[config.mk]
export PLATFORM = sky130hd
export DESIGN_NAME = q2e_fifo
export DESIGN_NICKNAME = d
export VERILOG_FILES = /design/src/design/q2e_pkg.sv /design/src/design/q2e_fifo.sv
export SDC_FILE = /design/constraint.sdc
export NUM_CORES = 1
export LEC_CHECK = 0
export BUFFER_PORTS_ARGS = -buffer_cell sky130_fd_sc_hd__buf_2
export CAP_MARGIN = 20
export CORE_MARGIN = 2
export CORE_UTILIZATION = 56
export CTS_CLUSTER_SIZE = 14
export DETAILED_ROUTE_END_ITERATION = 8
export HOLD_SLACK_MARGIN = 0.08
export PLACE_DENSITY = 0.76
export SLEW_MARGIN = 20
export SYNTH_ARGS = -nofsm -noshare
export SYNTH_HDL_FRONTEND = slang
export SYNTH_SLANG_ARGS = --single-unit
[constraint.sdc]
create_clock -name clk -period 11.5 [get_ports clk]
set_clock_uncertainty 0.05 [all_clocks]
set_input_delay 2.3 -clock clk [delete_from_list [all_inputs] [get_ports clk]]
set_output_delay 2.3 -clock clk [all_outputs]
set_load 0.03 [all_outputs]
[src/design/q2e_pkg.sv]
// q2e_pkg: shared constants and tables for the quaternion to Euler bins unit.
// No dependencies.
package q2e_pkg;
	localparam int BIN_SCALE_DEF = 18;
	localparam int COMPONENT_BITS_DEF = 16;
	localparam int CORDIC_STAGES = 28;
	localparam int BIN_W = 5;
	localparam int ROOT_W = 29;

	function automatic logic [31:0] atan_phase(input int i);
		logic [31:0] t;
		case (i)
			0: t = 32'h20000000; 1: t = 32'h12E4051E; 2: t = 32'h09FB385B;
			3: t = 32'h051111D4; 4: t = 32'h028B0D43; 5: t = 32'h0145D7E1;
			6: t = 32'h00A2F61E; 7: t = 32'h00517C55; 8: t = 32'h0028BE53;
			9: t = 32'h00145F2F; 10: t = 32'h000A2F98; 11: t = 32'h000517CC;
			12: t = 32'h00028BE6; 13: t = 32'h000145F3; 14: t = 32'h0000A2FA;
			15: t = 32'h0000517D; 16: t = 32'h000028BE; 17: t = 32'h0000145F;
			18: t = 32'h00000A30; 19: t = 32'h00000518; 20: t = 32'h0000028C;
			21: t = 32'h00000146; 22: t = 32'h000000A3; 23: t = 32'h00000051;
			24: t = 32'h00000029; 25: t = 32'h00000014; 26: t = 32'h0000000A;
			27: t = 32'h00000005;
			default: t = 32'h0;
		endcase
		return t;
	endfunction

	// products formed by the front part
	typedef struct packed {
		logic signed [63:0] rn;
		logic signed [63:0] rd;
		logic signed [63:0] yn;
		logic signed [63:0] yd;
		logic signed [63:0] p;
	} prod_t;
endpackage

[src/design/q2e_fifo.sv]
// q2e_fifo: short queue between the front and back parts.
// Depends on q2e_pkg.
module q2e_fifo #(
	parameter int DEPTH = 4
) (
	input  logic           clk,
	input  logic           arst_n,
	input  logic           in_valid,
	output logic           in_ready,
	input  q2e_pkg::prod_t in_data,
	output logic           out_valid,
	input  logic           out_ready,
	output q2e_pkg::prod_t out_data
);
	localparam int AW = $clog2(DEPTH);
	q2e_pkg::prod_t mem_q[DEPTH];
	logic [AW-1:0] wp_q, rp_q;
	logic [AW:0] cnt_q;
	logic wr, rd;

	assign in_ready = cnt_q != (AW+1)'(DEPTH);
	assign out_valid = cnt_q != '0;
	assign wr = in_valid && in_ready;
	assign rd = out_valid && out_ready;
	assign out_data = mem_q[rp_q];

	always_ff @(posedge clk or negedge arst_n) begin
		if (!arst_n) begin
			wp_q <= '0;
			rp_q <= '0;
			cnt_q <= '0;
		end else begin
			if (wr) wp_q <= (wp_q == AW'(DEPTH - 1)) ? '0 : wp_q + 1'b1;
			if (rd) rp_q <= (rp_q == AW'(DEPTH - 1)) ? '0 : rp_q + 1'b1;
			cnt_q <= cnt_q + (AW+1)'(wr) - (AW+1)'(rd);
		end
	end

	always_ff @(posedge clk) begin
		if (wr) mem_q[wp_q] <= in_data;
	end
endmodule

==> summary.md <==
| Metric | Value |
|---|---|
| Worst slew margin relative to its limit | 15.8% |
| DRC violation count after routing | 0 |
| Max-cap check violation count | 0 |
| Sequential area share after synthesis | 82.8% |
| Resized cells post-CTS | 0 |
| IO Port Bufs | 645 |
| Top area cells in the synthesized netlist | sky130_fd_sc_hd__edfxtp_1, sky130_fd_sc_hd__mux4_2, sky130_fd_sc_hd__buf_6 |
| Final slew viol count | 0 |
| Horizontal die dimension | 293 um |
| Hold/Removal Path Class | reg -> reg |
| Top_reg_cell synth | sky130_fd_sc_hd__edfxtp_1 |
| Starting density of the core | 56.7% |
| Largest area contributor in the synthesized netlist | sky130_fd_sc_hd__edfxtp_1 |
| Via count of the first global-routing pass | 22435 |
| Arrival time worst endpoint | 4.10 ns |
| Share of total power in sequential cells | 41.0% |
| Yosys warnings | 0 |
| Min Tclk post-route | 6.45 ns |
| Antenna-violating nets left | 0 |
| Syn_nets | 2042 |
| Required time of the critical path | 9.15 ns |
| Maximum clock rate | 155 MHz |
| Internal Pwr Total | 10400 uW |
| Buffer count from post-CTS setup fixing | 0 |
| Number of distinct library cells after synthesis | 18 |
| Final weighted congestion of routability-driven global placement | roughly 0.82 |
| CTS hold repair buffers | 0 |
| Clock tree from TritonCTS | built |
| Most numerous cell in the Yosys netlist | sky130_fd_sc_hd__edfxtp_1 |
| First-pass DRT Iterations | 5 |
| Endpoints failing setup | 0 |
| Crit-path max cell delay | a little under 0.9 ns |
| Register-to-register setup slack | 8.66 ns |
| Maximum ir drop on the vdd rail | between 0.3 and 0.4 mV |
| Total Power Consumption | 15800 uW |
| Clk pin slew, worst setup/hold paths | roughly 0.060 ns |
| Critical-path cell with the highest stage delay | sky130_fd_sc_hd__dfrtp_4 |
| Source-to-sink clock delay at the later pin of the worst-skew pair | 0.71 ns |
| Leak pwr | 0.0186 uW |
| Result of the run | completed |
| Number of antenna violations at the first check in global routing | 55 |
| Power Dens Cells | 287 mW/mm^2 |
| Cells along the critical path | buf_12, buf_4, mux4_2, buf_2 |
| Fraction of power consumed by the clock network | 25.5% |
| Share of final-layout standard cells stronger than drive strength 1 | 46.4% |
| Netlist area before placement | ~0.047 mm^2 |
| Nets@finish | 2762 |
| Total clock buffers created by CTS | 130 |
| Total grt overflow | 0 |
| Largest net degree at the start of global routing | roughly 160 |
| Routed wire per std cell | approximately 27 um |
| Switching fraction of total power | 34.4% |
| Sum of negative setup slack | 0 ns |
| DRC violation total after the first TritonRoute iteration | 1524 |
| Share of synthesized registers carrying an async set or reset | less than 1% |
| Half-perimeter wire length after placement | 57.7 mm |
| Maximum fanout count along the critical path | 94 |
| Global-route wire length before repair | roughly 140 mm |
| Slew @ Worst Pin | 1.26 ns |
| Worst Setup Start Kind | flip-flop |
| Number of synthesized flops with an enable pin | ~1300 |
| Final period utilization | 56.1% |
| Final hold violation count | 0 |
| Die height | around 300 um |
| CTS HTree Levels | 4 |
| Avg Cell Area, Syn | 27.3 um^2 |
| Clk sinks | 1287 |
| Total die area | 0.0856 mm^2 |
| Core box area | just over 0.08 mm^2 |
| Synthesized flop and latch total | 1287 |
| Area share of the leading cell type in the synthesized netlist | 82.4% |
| Via count normalized by instance count | 5.80 |
| Unrepaired setup endpoints after global routing | no |
| Worst setup path class | reg -> out |
| Overall track demand over capacity in global routing | around 23% |
| Site row count | between 100 and 150 |
| Synthesized instance count | 1710 |
| Total net switching power | between 5000 and 6000 uW |
| Total number of vias | 21113 |
| Most used standard cells in the synthesized netlist | sky130_fd_sc_hd__edfxtp_1, sky130_fd_sc_hd__mux4_2, sky130_fd_sc_hd__buf_2, sky130_fd_sc_hd__buf_6 |
| Sort of element at the end of the critical path | output port |
| Routed WL | ~97 mm |
| Number of fillers in the final layout | 4968 |
| Fraction of power consumed by combinational cells | between 30 and 40% |
| Synthesis-to-finish area growth | 18.2% |
| Clock root cell | sky130_fd_sc_hd__clkbuf_16 |
| Number of primary I/O pins | 646 |
| Max clock buf depth | 3 |
-- cells in the final DEF (no fill, tap or decap) --
cell type                    count
sky130_fd_sc_hd__and2_4          1
sky130_fd_sc_hd__and3_4          4
sky130_fd_sc_hd__buf_12         11
sky130_fd_sc_hd__buf_2         645
sky130_fd_sc_hd__buf_4           4
sky130_fd_sc_hd__bufinv_16       8
sky130_fd_sc_hd__clkbuf_1       26
sky130_fd_sc_hd__clkbuf_16     135
sky130_fd_sc_hd__clkinv_1       25
sky130_fd_sc_hd__clkinv_2       23
sky130_fd_sc_hd__clkinv_4        3
sky130_fd_sc_hd__clkinv_8        2
sky130_fd_sc_hd__clkinvlp_4      3
sky130_fd_sc_hd__dfrtp_1         5
sky130_fd_sc_hd__dfrtp_4         2
sky130_fd_sc_hd__diode_2        39
sky130_fd_sc_hd__edfxtp_1     1280
sky130_fd_sc_hd__fa_1            1
sky130_fd_sc_hd__ha_1            7
sky130_fd_sc_hd__inv_1           7
sky130_fd_sc_hd__inv_16          3
sky130_fd_sc_hd__inv_6           5
sky130_fd_sc_hd__inv_8           1
sky130_fd_sc_hd__mux2_2          2
sky130_fd_sc_hd__mux2_4          2
sky130_fd_sc_hd__mux4_2        320
sky130_fd_sc_hd__nand2_1         1
sky130_fd_sc_hd__nor2_1          2
sky130_fd_sc_hd__or3_1           1
sky130_fd_sc_hd__or3b_4          1
sky130_fd_sc_hd__xnor2_1         2
-- per-stage QoR --
step	utilization, %	worst slack [ns]	hold slack (ns)	cell area [um^2]	cells
after global routing	67.0	4.66	0.495	55100	3632
after global placement	61.9	5.74	0.419	50900	3368
after CTS	66.9	4.86	0.456	55100	3602
after detailed placement	61.9	5.67	0.455	50900	3368
after floorplan	-	1.13	0.403	46600	1710
final	67.1	5.05	0.451	55100	3641
-- path summary, 6_finish.rpt --
kind,depth (start not counted),startpoint,to
worst min-delay path,1,cnt_q[2],cnt_q[2]
worst min register to register,1,cnt_q[2],cnt_q[2]
max in group asynchronous,1,arst_n,rp_q[0]
worst max-delay path,4,rp_q[0],out_data[223]
worst max register to register,4,wp_q[0],mem_q[2][187]
min in group asynchronous,1,arst_n,wp_q[1]
-- layer usage --
layer / vias to the layer above / share of wire (%) / global-route usage (%)
met5: - / 0.24 / 0
met4: 34 / 4.3 / 11.2
met3: 238 / 8.6 / 7.52
met2: 849 / 52 / 36.9
met1: 11015 / 35 / 27.6
li1: 8977 / - / -
-- power by group through the flow --
stage,Clock (uW),Sequential [uW],Combinational [uW]
floorplan,0,6750,3940
global placement,0,6510,5290
detailed placement,0,6570,5310
CTS,4130,6490,5350
global route,4300,6550,5530
finish,4040,6490,5290
-- critical path, delay by kind of cell (launching register included) --
family | cells | cell delay, ns
buffers and inverters | 3 | 1.56
DFF | 1 | 0.89
muxes | 1 | 0.61
-- flip-flops by register name, summed over array words and instances (netlist names) --
name	flops
rp_q	2
cnt_q	3
mem_q	1280
wp_q	2
-- cell type report --
type                            count  area [um^2]  area share, %
Multi-Input combinational cell    344         7470           13.5
Clock inverter                     73          646           1.17
Clock buffer                      161         3480           6.30
Sequential cell                  1287        38600           70.0
Timing Repair Buffer              660         3480           6.31
Inverter                            7         26.3         0.0476
Tap cell                         1070         1340           2.43
Antenna cell                       39         97.6          0.177
-- cells by family (layout without fill, tap and decap cells) --
group,after synthesis,in the layout,synth area share [%]
XOR/XNOR,2,2,0.0376
AND/OR/NAND/NOR,10,10,0.134
flip-flops,1287,1287,82.8
buffers and inverters,79,901,1.24
other,0,39,0
adder cells (fa/ha/maj),8,8,0.231
multiplexers,324,324,15.6
(Power assumes the default switching activity.)
